### src/hw/rtl/sl3_pkg.sv
// ----------------------------------------------------------------------------
// sl3_pkg
// Types and constants shared by the 3x3 solver pipeline.
// ----------------------------------------------------------------------------
package sl3_pkg;

    localparam int FW        = 32;        // Q16.16 entry width
    localparam int DW        = 98;        // signed exact determinant width
    localparam int UW        = DW - 1;    // magnitude of a determinant
    localparam int DVW       = UW + 1;    // divisor width (2 * |det|)
    localparam int NW        = UW + 18;   // dividend width
    localparam int SW        = 66;        // sum of squares
    localparam int TW        = 48;        // tolerance register
    localparam int RHW       = 114;       // tolerance times sum of squares
    localparam int QW        = 32;        // quotient bits
    localparam int DIV_STEPS = QW;
    localparam int LANES     = 3;
    localparam int RSH_W     = DW + 1 - 32;   // rounded determinant before clamp

    localparam logic [TW-1:0] TOL_RESET = TW'(281);

    typedef logic signed [FW-1:0] fix_t;
    typedef fix_t [8:0] sl3_mat_t;       // index row * 3 + col

    typedef enum logic [1:0] {
        ST_SOLVED    = 2'd0,
        ST_SINGULAR  = 2'd1,
        ST_SATURATED = 2'd2
    } sl3_status_t;

    typedef struct packed {
        fix_t m00;
        fix_t m01;
        fix_t m02;
        fix_t m10;
        fix_t m11;
        fix_t m12;
        fix_t m20;
        fix_t m21;
        fix_t m22;
        fix_t rhs0;
        fix_t rhs1;
        fix_t rhs2;
    } sl3_in_t;

    typedef struct packed {
        fix_t               sol0;
        fix_t               sol1;
        fix_t               sol2;
        logic signed [63:0] determinant;
        sl3_status_t        status;
    } sl3_out_t;

    typedef struct packed {
        logic [LANES-1:0][DVW-1:0] rem;
        logic [LANES-1:0][QW-1:0]  nlow;
        logic [LANES-1:0][QW-1:0]  q;
        logic [LANES-1:0]          ovf;
        logic [LANES-1:0]          neg;
        logic [DVW-1:0]            dvs;
        logic                      singular;
        logic                      det_sat;
        logic signed [63:0]        det;
    } sl3_div_t;

endpackage

### src/hw/rtl/sl3_div_step.sv
// ----------------------------------------------------------------------------
// sl3_div_step
// One restoring-division stage: one quotient bit for each of three lanes.
// ----------------------------------------------------------------------------
module sl3_div_step (
    input  logic                clk,
    input  logic                rst_n,
    input  logic                en,
    input  logic                in_valid,
    input  sl3_pkg::sl3_div_t   din,
    output logic                out_valid,
    output sl3_pkg::sl3_div_t   dout
);
    import sl3_pkg::*;

    logic     valid_reg;
    sl3_div_t st_reg;
    sl3_div_t st_next;
    logic [DVW:0] rem_sh;
    logic [DVW:0] dvs_x;
    logic         ge;

    always_comb
    begin
        st_next = din;
        dvs_x   = {1'b0, din.dvs};
        for (int l = 0; l < LANES; l++)
        begin
            rem_sh = {din.rem[l], din.nlow[l][QW-1]};
            ge     = (rem_sh >= dvs_x);
            st_next.rem[l]  = ge ? DVW'(rem_sh - dvs_x) : rem_sh[DVW-1:0];
            st_next.nlow[l] = {din.nlow[l][QW-2:0], 1'b0};
            st_next.q[l]    = {din.q[l][QW-2:0], ge};
        end
    end

    always_ff @(posedge clk or negedge rst_n)
    begin
        if (!rst_n)
        begin
            valid_reg <= 1'b0;
        end
        else if (en)
        begin
            valid_reg <= in_valid;
        end
    end

    always_ff @(posedge clk)
    begin
        if (en)
        begin
            st_reg <= st_next;
        end
    end

    assign out_valid = valid_reg;
    assign dout      = st_reg;

endmodule

### config.mk
export PLATFORM = sky130hd
export DESIGN_NAME = sl3_div_step
export DESIGN_NICKNAME = d
export VERILOG_FILES = /design/src/hw/rtl/sl3_pkg.sv /design/src/hw/rtl/sl3_div_step.sv
export SDC_FILE = /design/constraint.sdc
export NUM_CORES = 1
export LEC_CHECK = 0
export BUFFER_PORTS_ARGS = -buffer_cell sky130_fd_sc_hd__buf_2
export CAP_MARGIN = 10
export CORE_AREA = 5 5 507 509
export DETAILED_ROUTE_END_ITERATION = 10
export DIE_AREA = 0 0 512 514
export GPL_TIMING_DRIVEN = 0
export MAX_ROUTING_LAYER = met4
export SLEW_MARGIN = 40
export SYNTH_ARGS = -nofsm -noshare
export SYNTH_HDL_FRONTEND = slang
export SYNTH_SLANG_ARGS = --single-unit
### constraint.sdc
create_clock -name clk -period 1 [get_ports clk]
set_clock_uncertainty 0.2 [all_clocks]
set_input_delay 0.15 -clock clk [delete_from_list [all_inputs] [get_ports clk]]
set_output_delay 0.15 -clock clk [all_outputs]
set_load 0.1 [all_outputs]
==> impl_metrics.toml, run 1 <==
[pwr]
p_comb_share_pct = 45.7
switchingPower_uw = 59700
ir_worst_vdd_uv = 1230
power_uw = 126000
power_frac_seq_pct = 28.2
internal_power_uw = 66600
p_per_area_nw_per_um2 = 1820
swShare_pct = 47.3
clkPwrFrac_pct = 26.0
p_leak_uw = 0.0282

[synth]
synth_top_flop_cell = "edfxtp_1"
synthTopCellsByArea = "edfxtp_1 47%, ha_1 8.8%, a21oi_1 5.6%, xnor2_1 3.5%, nand2_1 3.4%"
synth_seq_cells = 654
synth_edf_count = 653
synth_area_leader_cell = "edfxtp_1"
syn_area_um2 = 41900
synth_seq_area_share_pct = 46.8
avgSynthCellArea_um2 = 10.1
yosysTopAreaCellShare_pct = 46.7
async_reset_ff_share_pct = 0.153
ys_types = 95
yosysWarnings = 0
synthCells = 4172

[status]
outcome = "complete, but fails checks"
violations = "negative hold slack, negative setup slack"

[routing]
postRouteAntennaNets = 0
routed_wl_um = 323000
via_per_inst = 4.57
via_count = 45600
drt-initial-drc-count = 3605
routedWlPerCell_um = 32.3
dr.pass1.iters = 8
drc_errors = 0

[clock_network]
h-tree-depth = 3
cts_sinks = 654
clockBufferDepth = 3
cts_made_buffers = 89
path_clk_slew_ns = 0.06
root_buffer = "clkbuf_16"
clk-insertion-delay-late_ns = 0.67
cts_tree = "built"

[timing]
min_period_over_period_pct = 398
maxSlewHeadroom_pct = 43.1
period_needed_ns = 3.98
fin_ws_ns = -2.98
fmax_mhz = 252
setup_viol = 1589
final-hold-violation-count = 190
hold_slack_ns = -0.561
tightest_slew_ns = 0.845
slew_viol_final = 0
fin_setup_tns_ns = -1471.83
grt_setup_unrepaired = "true"

[die]
io_pins = 1317
die_width_um = 512
initial_core_util_pct = 16.6
dieArea_um2 = 263000
rows = 185
die_y_um = 514
core_um2 = 253000

[global_routing]
grt-ovfl-total = 0
grt_usage_pct = 23.7
first_global_vias = 45200
grt_pass1_wl_um = 414000
grt_max_degree = 98
antenna_found_initial = 148

[worst_setup_path]
critPathTopFamily = "simple AND/OR/NAND/NOR gates"
crit_chain = "buf_2, inv_1, ha_1, nand4_1, buf_4, or4_1, nor2_4, nand4_1, nand3_4, nor2_4, clkbuf_16, buf_16, buf_6, clkbuf_16, nand2_1, o21ai_1"
required_ns = 1.27
startpoint_type = "input pin"
cp_max_fo = 8
arrival_ns = 4.25
path_buf_inv = 7
crit_type = "in2reg"
slowest_delay_ns = 0.61
cpMaxStageDelayCell = "or4_1"
cp-end-kind = "register"

[final_layout]
nNetsFinal = 7430
design_area_um2 = 69300
synthToLayoutAreaGrowth_pct = 65.2
utilization_pct = 27.4
final_cell_mix = "1314 x buf_2, 776 x dlygate4sd3_1, 653 x edfxtp_1"
mostFrequentLayoutCell = "buf_2"
layout-drive-gt1-share_pct = 34.7
nFillCells = 26700

[flow_run]
max_cap_violations = 0

[place]
port_buffers = 1310
post-dp-hpwl_um = 263000
place_area_um2 = 53400
finalWeightedCongestion = 0.970

[min_path]
hold_class = "in2reg"
path summary, 6_finish.rpt:
check | startpoint | to | slack, ns | cells after the start
setup / recovery | din[147] | dout[644]$_DFFE_PP_ | -2.98 | 16
min in group asynchronous | rst_n | out_valid$_DFFE_PN0P_ | 0.11 | 3
hold reg to reg | out_valid$_DFFE_PN0P_ | out_valid$_DFFE_PN0P_ | 0.32 | 1
max in group asynchronous | rst_n | out_valid$_DFFE_PN0P_ | 0.39 | 3
setup reg to reg | out_valid$_DFFE_PN0P_ | out_valid$_DFFE_PN0P_ | 0.05 | 1
hold / removal | din[76] | dout[76]$_DFFE_PP_ | -0.56 | 1
per-stage QoR:
| stage | hold WS (ns) | instances | setup slack [ns] |
|---|---|---|---|
| finish | -0.561 | 9983 | -2.98 |
| global route | -0.633 | 9966 | -2.96 |
| CTS | -0.638 | 9819 | -3.00 |
| detailed placement | -0.272 | 8864 | -6.43 |
| global placement | -0.274 | 8850 | -12.51 |
| floorplan | -0.346 | 4174 | -2.45 |
final cells by class:
| class | instances | area, um2 | share of cell area (%) |
|---|---|---|---|
| Inverter | 207 | 916 | 1.32 |
| Timing Repair Buffer | 2259 | 16600 | 23.9 |
| Antenna cell | 71 | 178 | 0.256 |
| Multi-Input combinational cell | 3094 | 23500 | 34.0 |
| Tap cell | 3366 | 4210 | 6.08 |
| Clock buffer | 102 | 2280 | 3.28 |
| Sequential cell | 654 | 19600 | 28.3 |
| Clock inverter | 62 | 673 | 0.971 |
| Buffer | 168 | 1280 | 1.85 |
cells by family (layout without fill, tap and decap cells):
logic type	count (synthesis)	in the layout	share of synthesized area, %
flip-flops	654	654	46.8
XOR/XNOR	264	264	5.51
other	1	74	0.00894
adder cells (fa/ha/maj)	297	297	8.91
buffers and inverters	426	2798	4.16
AO/OA/AOI/OAI	1326	1326	19.6
multiplexers	89	89	2.38
AND/OR/NAND/NOR	1115	1115	12.7
state kept, by name (all words and copies together), names as in the netlist:
signal / count
out_valid: 1
dout: 653
repair_timing:
item / CTS / global route
hold buffers: 740 / 38
buffers inserted: 67 / 76
pin swaps: 49 / 104
cloned: 3 / 15
endpoints found under the setup margin: 1221 / 1563
gates resized for setup: 331 / 496
endpoints found under the hold margin: 810 / 380
power by group through the flow:
stage	clock network (uW)	registers [uW]	logic (uW)
floorplan	0	58400	12700
global placement	0	36300	48600
detailed placement	0	36200	50900
CTS	34200	35700	55300
global route	35200	35900	59600
finish	32900	35700	57800
routing by layer:
layer	vias to the layer above	track usage (%)	part of all wire [%]
met1	22700	26.8	39
met5	-	-	0
li1	20300	-	-
met3	485	4.43	5.9
met2	2103	41.5	50
met4	0	8.94	5.2
synthesized netlist by cell type, types with 75 or more instances:
cell	number
edfxtp_1	653
a21oi_1	469
nand2_1	375
ha_1	294
o21ai_0	279
nor2_1	277
inv_1	203
xnor2_1	170
clkbuf_1	157
a21o_1	155
nand4_1	134
xor2_1	94
mux2_2	83
o21bai_1	75
Note: power is estimated with default switching activity, not from simulation.
==> run 2: changes to the inputs <==
Settings changed: REMOVE_ABC_BUFFERS set to 1.
==> impl_metrics.toml, run 2 (synthesis gave the netlist of run 1 again) <==
[final_layout]
multi_input_area_um2 = 23100
mostFrequentLayoutCell = "buf_2"
design_area_um2 = 69000
largest_reg_flops = 653
nFillCells = 26700
layout-drive-gt1-share_pct = 33.7
final_cell_mix = "1300 x buf_2, 838 x dlygate4sd3_1, 653 x edfxtp_1"
seq_area_um2 = 19600
nNetsFinal = 7389
synthToLayoutAreaGrowth_pct = 64.6

[timing]
setup_viol = 1563
fmax_mhz = 237
min_period_over_period_pct = 422
maxSlewHeadroom_pct = 36.9
period_needed_ns = 4.22
fin_setup_tns_ns = -1585.27
slew_viol_final = 0
tightest_slew_ns = 0.942
final-hold-violation-count = 231
fin_ws_ns = -3.22
hold_slack_ns = -0.625
grt_setup_unrepaired = "true"

[global_routing]
grt_pass1_wl_um = 393000
grt_max_degree = 109
grt-ovfl-total = 0
antenna_found_initial = 160
grt_usage_pct = 22.3
first_global_vias = 44600

[routing]
via_count = 45300
routed_wl_um = 307000
dr.pass1.iters = 5
drt-initial-drc-count = 3916
routedWlPerCell_um = 30.9
via_per_inst = 4.56
postRouteAntennaNets = 0
drc_errors = 0

[pwr]
ir_worst_vdd_uv = 1490
p_leak_uw = 0.0279
p_per_area_nw_per_um2 = 1810

[status]
outcome = "complete, but fails checks"
violations = "negative hold slack, negative setup slack"

[place]
port_buffers = 1310
post-dp-hpwl_um = 249000
finalWeightedCongestion = 0.971
place_area_um2 = 52600

[worst_setup_path]
arrival_ns = 4.48
required_ns = 1.26
cp_max_fo = 8
crit_type = "in2reg"
cp-end-kind = "register"
startpoint_type = "input pin"

[die]
io_pins = 1317
initial_core_util_pct = 16.6
die_width_um = 512
die_y_um = 514
rows = 185
core_um2 = 253000
dieArea_um2 = 263000

[clock_network]
h-tree-depth = 3
clk-insertion-delay-late_ns = 0.70
path_clk_slew_ns = 0.06
cts_tree = "built"
clockBufferDepth = 3
cts_made_buffers = 88
root_buffer = "clkbuf_16"
cts_sinks = 654

[flow_run]
max_cap_violations = 0

[min_path]
hold_class = "in2reg"
-- run 2: changes by cell type in the layout (fill, tap and decap cells not counted), sizes merged, moves of 2 or more --
cell / before / now
diode: 71 / 73
buf: 1533 / 1527
inv: 186 / 184
clkinvlp: 39 / 46
clkinv: 38 / 31
dlygate4sd3: 776 / 838
clkbuf: 219 / 120
-- run 2: path summary, 6_finish.rpt --
path                                       start                    end  slack (ns)  cells after the start
max                                     din[462]    dout[510]$_DFFE_PP_       -3.22                     15
min                                      din[75]     dout[75]$_DFFE_PP_       -0.62                      1
max reg2reg                out_valid$_DFFE_PN0P_  out_valid$_DFFE_PN0P_        0.02                      1
min reg2reg                out_valid$_DFFE_PN0P_  out_valid$_DFFE_PN0P_        0.35                      1
max in group asynchronous                  rst_n  out_valid$_DFFE_PN0P_        0.41                      3
min in group asynchronous                  rst_n  out_valid$_DFFE_PN0P_        0.08                      3
-- run 2: worst max-delay path, stage by stage --
cell and delay (ns):
buf_2 0.09, dlygate4sd3_1 0.61, ha_4 0.32, nand3_2 0.09, o211ai_1 0.48, buf_6 0.22
a31oi_4 0.14, o31ai_4 0.45, a41oi_4 0.28, o21a_4 0.34, o21ai_4 0.21, a21oi_4 0.10
buf_12 0.16, buf_8 0.15, o21ai_0 0.62
-- run 2: stage by stage --
stage                     std cells  utilization [%]  power (uW)  worst slack [ns]
final                          9943             27.3      125000             -3.22
after global routing           9923             27.3      130000             -3.14
after CTS                      9711             26.0      124000             -3.15
after detailed placement       8679             20.8       85800             -5.56
after global placement         8631             20.5       83700            -17.56
after floorplan                3955                -       70900             -5.99
-- run 2: power by group --
| group | internal (uW) | switching, uW |
|---|---|---|
| Sequential | 34200 | 1230 |
| Clock | 18300 | 14700 |
| Combinational | 14000 | 42500 |
| Total | 66600 | 58500 |
-- run 2: timing repair --
action,CTS,global route
pin swaps,59,91
endpoints found under the setup margin,1273,1455
hold buffers,788,58
hold endpoints to repair,919,470
buffers inserted,78,95
cloned,4,19
gates resized for setup,252,385
-- run 2: routing by layer --
layer / up-vias / GRT usage (%) / share of wire (%)
li1: 20200 / - / -
met1: 22500 / 25.4 / 39
met2: 2078 / 37.4 / 48
met3: 499 / 5.61 / 7.2
met4: 0 / 9.22 / 5.3
met5: - / - / 0
-- run 2: area by class of cell --
| type | count | share of cell area (%) |
|---|---|---|
| Tap cell | 3366 | 6.10 |
| Antenna cell | 73 | 0.265 |
| Clock buffer | 106 | 3.29 |
| Inverter | 207 | 1.40 |
| Timing Repair inverter | 5 | 0.0852 |
| Timing Repair Buffer | 2382 | 26.0 |
| Multi-Input combinational cell | 3094 | 33.5 |
| Clock inverter | 56 | 0.955 |
| Sequential cell | 654 | 28.4 |
